[config.mk]
export PLATFORM = sky130hd
export DESIGN_NAME = keypad_level_decoder_playlist
export DESIGN_NICKNAME = d
export VERILOG_FILES = /design/src/hdl/kldp_pkg.sv /design/src/hdl/keypad_level_decoder_playlist.sv
export SDC_FILE = /design/constraint.sdc
export NUM_CORES = 2
export LEC_CHECK = 0
export BUFFER_PORTS_ARGS = -buffer_cell sky130_fd_sc_hd__buf_2
export CAP_MARGIN = 20
export CORE_MARGIN = 2
export CORE_UTILIZATION = 40
export CTS_CLUSTER_SIZE = 20
export DETAILED_ROUTE_END_ITERATION = 8
export HOLD_SLACK_MARGIN = 0.02
export SLEW_MARGIN = 20
export SYNTH_ARGS = -nofsm -noshare
export SYNTH_HDL_FRONTEND = slang
export SYNTH_SLANG_ARGS = --single-unit
[constraint.sdc]
create_clock -name i_clk -period 10.01 [get_ports i_clk]
set_input_delay 3.003 -clock i_clk [delete_from_list [all_inputs] [get_ports i_clk]]
set_output_delay 3.003 -clock i_clk [all_outputs]
set_load 0.02 [all_outputs]
[src/hdl/kldp_pkg.sv]
// shared types and constants of the keypad level decoder
// no dependencies
package kldp_pkg;

    localparam int PAGES = 3;
    localparam logic [31:0] LFSR_MASK = 32'h8020_0003;

    // configuration register indexes
    localparam logic [2:0] REG_NULL_LEVEL = 3'd0;
    localparam logic [2:0] REG_JITTER     = 3'd1;
    localparam logic [2:0] REG_DEBOUNCE   = 3'd2;
    localparam logic [2:0] REG_PAGE_LOW   = 3'd3;
    localparam logic [2:0] REG_PAGE_MID   = 3'd4;
    localparam logic [2:0] REG_PAGE_HIGH  = 3'd5;
    localparam logic [2:0] REG_BUTTONS    = 3'd6;

    // item kinds
    localparam logic [1:0] KIND_PAGE   = 2'd0;
    localparam logic [1:0] KIND_BUTTON = 2'd1;
    localparam logic [1:0] KIND_LEVEL  = 2'd2;
    localparam logic [1:0] KIND_ACTION = 2'd3;

    // actions
    localparam logic [1:0] ACT_NONE = 2'd0;
    localparam logic [1:0] ACT_PLAY = 2'd1;
    localparam logic [1:0] ACT_STOP = 2'd2;

    // status codes
    localparam logic [2:0] ST_ACTED    = 3'd0;
    localparam logic [2:0] ST_NULL     = 3'd1;
    localparam logic [2:0] ST_DEBOUNCE = 3'd2;
    localparam logic [2:0] ST_NO_MATCH = 3'd3;
    localparam logic [2:0] ST_NO_FILE  = 3'd4;
    localparam logic [2:0] ST_BAD_PAGE = 3'd5;
    localparam logic [2:0] ST_PAGE_SET = 3'd6;
    localparam logic [2:0] ST_WRITTEN  = 3'd7;

    typedef enum logic [7:0] {
        S_IDLE     = 8'b0000_0001,
        S_DECODE   = 8'b0000_0010,
        S_SCAN_RD  = 8'b0000_0100,
        S_SCAN_CMP = 8'b0000_1000,
        S_ACT_RD   = 8'b0001_0000,
        S_ACT_EVAL = 8'b0010_0000,
        S_MOD      = 8'b0100_0000,
        S_PLAY     = 8'b1000_0000
    } t_state;

    typedef struct packed {
        logic [1:0]  action;
        logic [15:0] file_number;
        logic [3:0]  button_hit;
        logic [2:0]  status;
    } t_result;

    // |v - t| <= j without wrap
    function automatic logic near_level(input logic [10:0] v, input logic [10:0] t,
                                        input logic [10:0] j);
        logic [11:0] vj;
        logic [11:0] tj;
        vj = {1'b0, v} + {1'b0, j};
        tj = {1'b0, t} + {1'b0, j};
        return (vj >= {1'b0, t}) && ({1'b0, v} <= tj);
    endfunction

endpackage

[src/hdl/keypad_level_decoder_playlist.sv]
// keypad level decoder with per-button playlists, top level
// depends on kldp_pkg
//
// Takes one item at a time and returns exactly one result item for each.
// Page samples and table writes are decided in the decode state. A button
// sample scans the level table one entry at a time (a memory read state,
// then a compare state); a match then reads the action entry and evaluates
// it. A shuffle entry with a nonempty range then runs a 32-step restoring
// remainder unit, one quotient bit per cycle. The input side is not ready
// while an item is at work; a result sits in an output register and the
// next item may be taken while it waits.
// The level and action tables hold garbage until written; the per-entry file
// counters read as zero after reset through valid bits, no clearing pass.
module keypad_level_decoder_playlist #(
    parameter int BUTTONS = 16
) (
    input  logic        i_clk,
    input  logic        i_rst_n,
    // item input
    input  logic        i_s_tvalid,
    output logic        o_s_tready,
    // sample[10:0] now_ms[42:11] slot[46:43] page_slot[48:47] level[59:49]
    // file_start[75:60] file_end[91:76] shuffle[92] stop_only[93]
    input  logic [95:0] i_s_tdata,
    // kind[1:0]
    input  logic [1:0]  i_s_tuser,
    // result output
    output logic        o_m_tvalid,
    input  logic        i_m_tready,
    // action[1:0] file_number[17:2] page_now[19:18] button_hit[23:20]
    output logic [23:0] o_m_tdata,
    // status[2:0]
    output logic [2:0]  o_m_tuser,
    // configuration port
    input  logic        psel,
    input  logic        penable,
    input  logic        pwrite,
    input  logic [4:0]  paddr,
    input  logic [31:0] pwdata,
    output logic [31:0] prdata,
    output logic        pready
);

    localparam int LW      = (BUTTONS > 1) ? $clog2(BUTTONS) : 1;
    localparam int CW      = $clog2(BUTTONS + 1);
    localparam int ENTRIES = kldp_pkg::PAGES * BUTTONS;
    localparam int EW      = $clog2(ENTRIES);

    // configuration registers
    logic [10:0] r_null, r_jit, r_plow, r_pmid, r_phigh;
    logic [15:0] r_deb;
    logic [4:0]  r_biu;
    logic        w_cfg_wr;
    logic [2:0]  w_cfg_idx;

    assign pready    = 1'b1;
    assign w_cfg_idx = paddr[4:2];
    assign w_cfg_wr  = psel && penable && pwrite && pready;

    always_ff @(posedge i_clk) begin
        if (!i_rst_n) begin
            r_null  <= 11'd0;
            r_jit   <= 11'd8;
            r_deb   <= 16'd250;
            r_plow  <= 11'd0;
            r_pmid  <= 11'd1024;
            r_phigh <= 11'd2047;
            r_biu   <= 5'd15;
        end else if (w_cfg_wr) begin
            case (w_cfg_idx)
                kldp_pkg::REG_NULL_LEVEL: r_null  <= pwdata[10:0];
                kldp_pkg::REG_JITTER:     r_jit   <= pwdata[10:0];
                kldp_pkg::REG_DEBOUNCE:   r_deb   <= pwdata[15:0];
                kldp_pkg::REG_PAGE_LOW:   r_plow  <= pwdata[10:0];
                kldp_pkg::REG_PAGE_MID:   r_pmid  <= pwdata[10:0];
                kldp_pkg::REG_PAGE_HIGH:  r_phigh <= pwdata[10:0];
                kldp_pkg::REG_BUTTONS:    r_biu   <= pwdata[4:0];
                default: ;
            endcase
        end
    end

    always_comb begin
        case (w_cfg_idx)
            kldp_pkg::REG_NULL_LEVEL: prdata = {21'd0, r_null};
            kldp_pkg::REG_JITTER:     prdata = {21'd0, r_jit};
            kldp_pkg::REG_DEBOUNCE:   prdata = {16'd0, r_deb};
            kldp_pkg::REG_PAGE_LOW:   prdata = {21'd0, r_plow};
            kldp_pkg::REG_PAGE_MID:   prdata = {21'd0, r_pmid};
            kldp_pkg::REG_PAGE_HIGH:  prdata = {21'd0, r_phigh};
            kldp_pkg::REG_BUTTONS:    prdata = {27'd0, r_biu};
            default:                  prdata = 32'd0;
        endcase
    end

    // latched item
    logic [1:0]  r_kind;
    logic [10:0] r_sample, r_level;
    logic [31:0] r_now;
    logic [3:0]  r_slot;
    logic [1:0]  r_pslot;
    logic [15:0] r_fstart, r_fend;
    logic        r_shuf, r_stop;

    // sequencer and working state
    kldp_pkg::t_state r_state, n_state;
    logic [1:0]       r_page, n_page;
    logic [31:0]      r_last, n_last;
    logic [31:0]      r_rand, n_rand;
    logic [CW-1:0]    r_idx, n_idx;
    logic [EW-1:0]    r_ent, n_ent;
    logic [LW-1:0]    r_hit, n_hit;
    logic [15:0]      r_cur, n_cur;
    logic [15:0]      r_start, n_start;
    logic [31:0]      r_dvd, n_dvd;
    logic [16:0]      r_rem, n_rem;
    logic [15:0]      r_dvs, n_dvs;
    logic [5:0]       r_step, n_step;
    kldp_pkg::t_result r_res, n_res;
    logic             r_res_vld, n_res_vld;

    // output register
    logic             r_out_vld;
    kldp_pkg::t_result r_out;
    logic [1:0]       r_out_page;

    // memories
    logic [10:0]      level_mem [BUTTONS];
    logic [33:0]      action_mem [ENTRIES];
    logic [15:0]      nf_mem [ENTRIES];
    logic [10:0]      r_lvl_rd;
    logic [33:0]      r_act_rd;
    logic [15:0]      r_nf_rd;
    logic [ENTRIES-1:0] r_nfv;

    logic             w_lvl_we, w_act_we, w_nf_we;
    logic [EW-1:0]    w_wr_ent, w_nf_addr;
    logic [15:0]      w_nf_data;

    logic             w_in_acc, w_out_acc;
    logic [6:0]       w_count;
    logic             w_slot_ok, w_pslot_ok;
    logic [15:0]      w_nf_cur;
    logic [16:0]      w_trial;
    logic [31:0]      w_lfsr;

    assign w_in_acc  = i_s_tvalid && o_s_tready;
    assign w_out_acc = r_out_vld && i_m_tready;
    // ready only when idle and no result is still waiting for the output register
    assign o_s_tready = (r_state == kldp_pkg::S_IDLE) && !r_res_vld;

    // searched entries, capped at the table depth
    assign w_count = ({2'd0, r_biu} > 7'(BUTTONS)) ? 7'(BUTTONS) : {2'd0, r_biu};
    assign w_slot_ok  = ({3'd0, r_slot} < 7'(BUTTONS));
    assign w_pslot_ok = (32'(r_pslot) < 32'(kldp_pkg::PAGES));
    assign w_wr_ent   = EW'(r_pslot) * EW'(BUTTONS) + EW'(LW'(r_slot));
    assign w_nf_cur   = r_nfv[r_ent] ? r_nf_rd : 16'd0;
    assign w_trial    = {r_rem[15:0], r_dvd[31]} - {1'b0, r_dvs};
    assign w_lfsr     = r_rand[0] ? ((r_rand >> 1) ^ kldp_pkg::LFSR_MASK) : (r_rand >> 1);

    assign w_lvl_we  = (r_state == kldp_pkg::S_DECODE) && (r_kind == kldp_pkg::KIND_LEVEL)
                       && w_slot_ok;
    assign w_act_we  = (r_state == kldp_pkg::S_DECODE) && (r_kind == kldp_pkg::KIND_ACTION)
                       && w_slot_ok && w_pslot_ok;
    assign w_nf_we   = w_act_we || (r_state == kldp_pkg::S_PLAY);
    assign w_nf_addr = w_act_we ? w_wr_ent : r_ent;
    assign w_nf_data = w_act_we ? 16'd0 : r_cur + 16'd1;

    always_ff @(posedge i_clk) begin
        if (w_lvl_we) begin
            level_mem[LW'(r_slot)] <= r_level;
        end
        r_lvl_rd <= level_mem[r_idx[LW-1:0]];
    end

    always_ff @(posedge i_clk) begin
        if (w_act_we) begin
            action_mem[w_wr_ent] <= {r_stop, r_shuf, r_fend, r_fstart};
        end
        r_act_rd <= action_mem[r_ent];
    end

    always_ff @(posedge i_clk) begin
        if (w_nf_we) begin
            nf_mem[w_nf_addr] <= w_nf_data;
        end
        r_nf_rd <= nf_mem[r_ent];
    end

    always_ff @(posedge i_clk) begin
        if (!i_rst_n) begin
            r_nfv <= '0;
        end else if (w_nf_we) begin
            r_nfv[w_nf_addr] <= 1'b1;
        end
    end

    // item capture
    always_ff @(posedge i_clk) begin
        if (w_in_acc) begin
            r_kind   <= i_s_tuser;
            r_sample <= i_s_tdata[10:0];
            r_now    <= i_s_tdata[42:11];
            r_slot   <= i_s_tdata[46:43];
            r_pslot  <= i_s_tdata[48:47];
            r_level  <= i_s_tdata[59:49];
            r_fstart <= i_s_tdata[75:60];
            r_fend   <= i_s_tdata[91:76];
            r_shuf   <= i_s_tdata[92];
            r_stop   <= i_s_tdata[93];
        end
    end

    // sequencer
    always_comb begin
        n_state   = r_state;
        n_page    = r_page;
        n_last    = r_last;
        n_rand    = r_rand;
        n_idx     = r_idx;
        n_ent     = r_ent;
        n_hit     = r_hit;
        n_cur     = r_cur;
        n_start   = r_start;
        n_dvd     = r_dvd;
        n_rem     = r_rem;
        n_dvs     = r_dvs;
        n_step    = r_step;
        n_res     = r_res;
        n_res_vld = r_res_vld;

        case (r_state)
            kldp_pkg::S_IDLE: begin
                if (w_in_acc) begin
                    n_state = kldp_pkg::S_DECODE;
                end
            end
            kldp_pkg::S_DECODE: begin
                n_res     = '{action: kldp_pkg::ACT_NONE, file_number: 16'd0,
                              button_hit: 4'd0, status: kldp_pkg::ST_WRITTEN};
                n_res_vld = 1'b1;
                n_state   = kldp_pkg::S_IDLE;
                n_idx     = '0;
                case (r_kind)
                    kldp_pkg::KIND_PAGE: begin
                        n_res.status = kldp_pkg::ST_PAGE_SET;
                        if (kldp_pkg::near_level(r_sample, r_plow, r_jit)) begin
                            n_page = 2'd0;
                        end else if (kldp_pkg::near_level(r_sample, r_pmid, r_jit)) begin
                            n_page = 2'd1;
                        end else if (kldp_pkg::near_level(r_sample, r_phigh, r_jit)) begin
                            n_page = 2'd2;
                        end else begin
                            n_res.status = kldp_pkg::ST_BAD_PAGE;
                        end
                    end
                    kldp_pkg::KIND_BUTTON: begin
                        if (kldp_pkg::near_level(r_sample, r_null, r_jit)) begin
                            n_res.status = kldp_pkg::ST_NULL;
                        end else if ((r_now - r_last) < {16'd0, r_deb}) begin
                            n_res.status = kldp_pkg::ST_DEBOUNCE;
                        end else begin
                            n_last = r_now;
                            if (w_count == 7'd0) begin
                                n_res.status = kldp_pkg::ST_NO_MATCH;
                            end else begin
                                n_res_vld = 1'b0;
                                n_state   = kldp_pkg::S_SCAN_RD;
                            end
                        end
                    end
                    default: ;
                endcase
            end
            kldp_pkg::S_SCAN_RD: begin
                n_state = kldp_pkg::S_SCAN_CMP;
            end
            kldp_pkg::S_SCAN_CMP: begin
                if (kldp_pkg::near_level(r_sample, r_lvl_rd, r_jit)) begin
                    n_hit   = r_idx[LW-1:0];
                    n_ent   = EW'(r_page) * EW'(BUTTONS) + EW'(r_idx[LW-1:0]);
                    n_state = kldp_pkg::S_ACT_RD;
                end else if (7'(r_idx) + 7'd1 >= w_count) begin
                    n_res     = '{action: kldp_pkg::ACT_NONE, file_number: 16'd0,
                                  button_hit: 4'd0, status: kldp_pkg::ST_NO_MATCH};
                    n_res_vld = 1'b1;
                    n_state   = kldp_pkg::S_IDLE;
                end else begin
                    n_idx   = r_idx + CW'(1);
                    n_state = kldp_pkg::S_SCAN_RD;
                end
            end
            kldp_pkg::S_ACT_RD: begin
                n_state = kldp_pkg::S_ACT_EVAL;
            end
            kldp_pkg::S_ACT_EVAL: begin
                n_start = r_act_rd[15:0];
                n_res   = '{action: kldp_pkg::ACT_NONE, file_number: 16'd0,
                            button_hit: 4'(r_hit), status: kldp_pkg::ST_ACTED};
                if (r_act_rd[33]) begin
                    n_res.action = kldp_pkg::ACT_STOP;
                    n_res_vld    = 1'b1;
                    n_state      = kldp_pkg::S_IDLE;
                end else if (r_act_rd[15:0] == 16'd0) begin
                    n_res.status = kldp_pkg::ST_NO_FILE;
                    n_res_vld    = 1'b1;
                    n_state      = kldp_pkg::S_IDLE;
                end else if (r_act_rd[32] && (r_act_rd[31:16] > r_act_rd[15:0])) begin
                    n_rand  = w_lfsr;
                    n_dvd   = w_lfsr;
                    n_dvs   = r_act_rd[31:16] - r_act_rd[15:0];
                    n_rem   = 17'd0;
                    n_step  = 6'd32;
                    n_state = kldp_pkg::S_MOD;
                end else if (r_act_rd[32]) begin
                    n_cur   = r_act_rd[15:0];
                    n_state = kldp_pkg::S_PLAY;
                end else begin
                    if ((w_nf_cur == 16'd0) || (w_nf_cur > r_act_rd[31:16])) begin
                        n_cur = r_act_rd[15:0];
                    end else begin
                        n_cur = w_nf_cur;
                    end
                    n_state = kldp_pkg::S_PLAY;
                end
            end
            kldp_pkg::S_MOD: begin
                // one restoring remainder step per cycle
                if (w_trial[16]) begin
                    n_rem = {r_rem[15:0], r_dvd[31]};
                end else begin
                    n_rem = w_trial;
                end
                n_dvd  = {r_dvd[30:0], 1'b0};
                n_step = r_step - 6'd1;
                if (r_step == 6'd1) begin
                    n_cur   = r_start + n_rem[15:0];
                    n_state = kldp_pkg::S_PLAY;
                end
            end
            kldp_pkg::S_PLAY: begin
                n_res.action      = kldp_pkg::ACT_PLAY;
                n_res.file_number = r_cur;
                n_res_vld         = 1'b1;
                n_state           = kldp_pkg::S_IDLE;
            end
            default: n_state = kldp_pkg::S_IDLE;
        endcase

        // pending result moves into the output register when it is free
        if (r_res_vld && (!r_out_vld || i_m_tready)) begin
            n_res_vld = 1'b0;
        end
    end

    // a new item is accepted only after its predecessor's result has moved out
    logic w_hold;
    assign w_hold = r_res_vld && r_out_vld && !i_m_tready;

    always_ff @(posedge i_clk) begin
        if (!i_rst_n) begin
            r_state   <= kldp_pkg::S_IDLE;
            r_page    <= 2'd0;
            r_last    <= 32'd0;
            r_rand    <= 32'd1;
            r_res_vld <= 1'b0;
        end else if (!(w_hold && r_state == kldp_pkg::S_IDLE)) begin
            r_state   <= n_state;
            r_page    <= n_page;
            r_last    <= n_last;
            r_rand    <= n_rand;
            r_res_vld <= n_res_vld;
        end else begin
            r_res_vld <= n_res_vld;
        end
    end

    always_ff @(posedge i_clk) begin
        r_idx   <= n_idx;
        r_ent   <= n_ent;
        r_hit   <= n_hit;
        r_cur   <= n_cur;
        r_start <= n_start;
        r_dvd   <= n_dvd;
        r_rem   <= n_rem;
        r_dvs   <= n_dvs;
        r_step  <= n_step;
        if (!(r_res_vld && !(!r_out_vld || i_m_tready))) begin
            r_res <= n_res;
        end
    end

    // output register
    always_ff @(posedge i_clk) begin
        if (!i_rst_n) begin
            r_out_vld <= 1'b0;
        end else if (r_res_vld && (!r_out_vld || i_m_tready)) begin
            r_out_vld <= 1'b1;
        end else if (w_out_acc) begin
            r_out_vld <= 1'b0;
        end
    end

    always_ff @(posedge i_clk) begin
        if (r_res_vld && (!r_out_vld || i_m_tready)) begin
            r_out      <= r_res;
            r_out_page <= r_page;
        end
    end

    assign o_m_tvalid = r_out_vld;
    assign o_m_tdata  = {r_out.button_hit, r_out_page, r_out.file_number, r_out.action};
    assign o_m_tuser  = r_out.status;

    // checks
    a_acted_has_action: assert property (@(posedge i_clk) disable iff (!i_rst_n)
        r_out_vld |-> ((r_out.status == kldp_pkg::ST_ACTED) ==
                       (r_out.action != kldp_pkg::ACT_NONE)))
        else $error("status and action disagree");

    a_file_only_on_play: assert property (@(posedge i_clk) disable iff (!i_rst_n)
        (r_out_vld && r_out.action != kldp_pkg::ACT_PLAY) |-> (r_out.file_number == 16'd0))
        else $error("file number without play");

    a_one_at_a_time: assert property (@(posedge i_clk) disable iff (!i_rst_n)
        w_in_acc |=> !o_s_tready)
        else $error("second item taken while one is at work");

    a_mod_range: assert property (@(posedge i_clk) disable iff (!i_rst_n)
        (r_state == kldp_pkg::S_MOD) |-> (r_dvs != 16'd0))
        else $error("remainder unit started with zero span");

    a_result_not_lost: assert property (@(posedge i_clk) disable iff (!i_rst_n)
        (r_res_vld && r_out_vld && !i_m_tready) |=> r_res_vld)
        else $error("pending result dropped");

endmodule

==> out/metrics.cfg <==
[sta]
finalClockSkew_ns=0.0691
hold_viol=0
tns_ns=0
period_needed_ns=7.88
worst_pin_slew_ns=1.11
grt_setup_unrepaired=false
setup_viol=0
slew_viol_final=0
relSlewSlack_pct=26.1
fin_crit_sh_pct=78.7
fmax_mhz=127

[logic_synthesis]
synth_cells=6940
synth_seq_cells=3098
ys_async_sr_fraction_pct=0
synth_top_cell_area_share_pct=66.6
synth_edf_count=2837
netlist_area_sq_um=128000
ys_top_cells_by_area=edfxtp_1, mux4_2, dfxtp_1
synth_ff_type=edfxtp_1
synth.yosys.seq_area_share_pct=70.7
avgSynthCellArea_sq_um=18.4
synth_area_leader_cell=edfxtp_1
synth.distinct_cells=89
yosys_warnings=0

[cells_and_area]
layout_common_cells=edfxtp_1, mux4_2, nand2_1
drive_gt1_share_pct=24.3
area_delta_synth_final_pct=14.1
fin_nets=7770
fin_cells=11800
layout_commonest_cell=edfxtp_1

[clock_tree]
cts_tree=built
cts_made_buffers=325
clock_path_buffers=4
h-tree-depth=5
holdBufCountCts=0
clock_latency_ns=0.94
post_cts_buffers=0
cts_root_buf=clkbuf_16
cts.repair.resized=0
path_clk_slew_ns=0.06
cts.sinks=3098

[power_and_ir_drop]
switching_share_pct=20.4
power_switching_uw=5530
p_seq_share_pct=52.4
leakage_uw=0.0482
peakVddDrop_mv=0.129
power_uw=27100
power_frac_comb_pct=2.4
p_clk_share_pct=45.2
pwr_density_cell_nw_per_um2=185
intPower_uw=21600

[route]
ant_nets=0
wl_met1_mm=141
wl_met3_mm=22.7
drtIter0Drc=6788
avgViaCountPerCell=5.68
highest_layer=met5
drc=0
dr_wl_met2_mm=155
dr_total_vias=66800
wl_mm=329
wl_per_cell_microns=27.9
first_pass_iters=6

[floorplanning]
die_w_microns=570
die_area_sq_um=324000
die_y_microns=570
ioPinCount=204
start_util_pct=40.2
coreArea_sq_um=318000
num_rows=207

[worst_setup_path]
end_kind=output pin
start_kind=input port
r2r_setup_slack_ns=3.52
required_ns=7.01
crit_path_max_fanout=32
critPathKind=input port to output pin
crit_arrival_ns=4.88

[grt]
grt_pass1_wl_mm=474
grt_overflow=0
grt_max_degree=140
grt_pass1_vias=68000
grt_usage_pct=20.0
antenna_found_initial=12

[place]
io_buffers=166
dp_hpwl_mm=191
dp_cells=11200
place.gp.congestion=0.871

[run_status]
status=complete, no violations

[flow_run]
maxCapViolations=0

[hold_path]
hold_path_class=register to register

## synthesized netlist by cell type (44+ instances only)
| cell type | instances |
|---|---|
| clkbuf_1 | 235 |
| mux4_2 | 782 |
| buf_1 | 66 |
| o21ai_0 | 159 |
| nor2_1 | 291 |
| a21boi_0 | 44 |
| edfxtp_1 | 2837 |
| nor2b_1 | 126 |
| nand3_1 | 71 |
| xor2_1 | 58 |
| xnor2_1 | 66 |
| ha_1 | 294 |
| a21oi_1 | 162 |
| inv_1 | 200 |
| mux2i_1 | 207 |
| o21a_1 | 78 |
| a21o_1 | 61 |
| nand2_1 | 349 |
| dfxtp_1 | 261 |
| mux2_2 | 57 |
| nor3_1 | 48 |
## power groups by stage
stage	Combinational [uW]	Sequential, uW	Clock (uW)
finish	639	14200	12200
global route	704	14200	12900
CTS	634	14200	12500
detailed placement	631	14500	0
global placement	595	14500	0
floorplan	333	14500	0
## cell type report
class	instances	area (sq um)
clock buffers	421	8970
clock inverters	164	1830
fillers	26800	172000
multi-input cells	3322	36200
flip-flops and latches	3098	90400
well taps	4180	5230
repair buffers	377	2650
inverters	200	763
diodes	6	15.0
## metal layers
metal  global-route usage (%)  up-vias
met5                        0        -
met4                     5.82        4
met3                     3.30      489
met2                     32.1     2253
met1                     28.3    35500
li1                         -    28600
## registers in the layout, summed over array words and instances, names as in the netlist, 22 cells and up
signal,cells
o_m_tdata,22
r_now,32
r_dvd,32
r_nfv,48
action_mem,1632
r_last,32
r_act_rd,34
nf_mem,768
level_mem,176
r_rand,32
r_res,25
## worst max-delay path, cell delays in order
cell     delay (ns)
buf_2          0.28
nor2_1         0.79
a21oi_1        0.17
o22a_1         0.22
o21ai_0        0.16
buf_2          0.24
## final timing paths
check,start,end,depth (start not counted)
worst min register to register,r_res[10]$_DFFE_PP_,o_m_tdata[5]$_DFFE_PP_,0
worst max-delay path,paddr[2],prdata[10],6
worst min-delay path,r_res[10]$_DFFE_PP_,o_m_tdata[5]$_DFFE_PP_,0
worst max register to register,r_ent[1]$_DFFE_PP_,r_cur[3]$_DFFE_PP_,20
## through the flow
stage	util, %	hold WS, ns	setup WS, ns	area [sq um]
3_5_place_dp	42.5	0.408	2.25	135000
6_report	45.9	0.419	2.13	146000
2_1_floorplan	-	0.400	2.48	128000
5_1_grt	45.9	0.429	2.06	146000
4_1_cts	45.9	0.421	2.25	146000
3_3_place_gp	42.5	0.405	2.25	135000
## cell families after synthesis
| logic type | Yosys count | synth area share, % |
|---|---|---|
| buf+inv | 535 | 1.69 |
| flops | 3098 | 70.7 |
| other cells | 2 | 0.00587 |
| fa+ha+maj | 304 | 3.03 |
| mux | 1047 | 15.9 |
| compound gates | 737 | 3.79 |
| xor+xnor | 124 | 0.849 |
| simple gates | 1093 | 4.06 |
No activity file was read; power rests on OpenSTA's default activity.
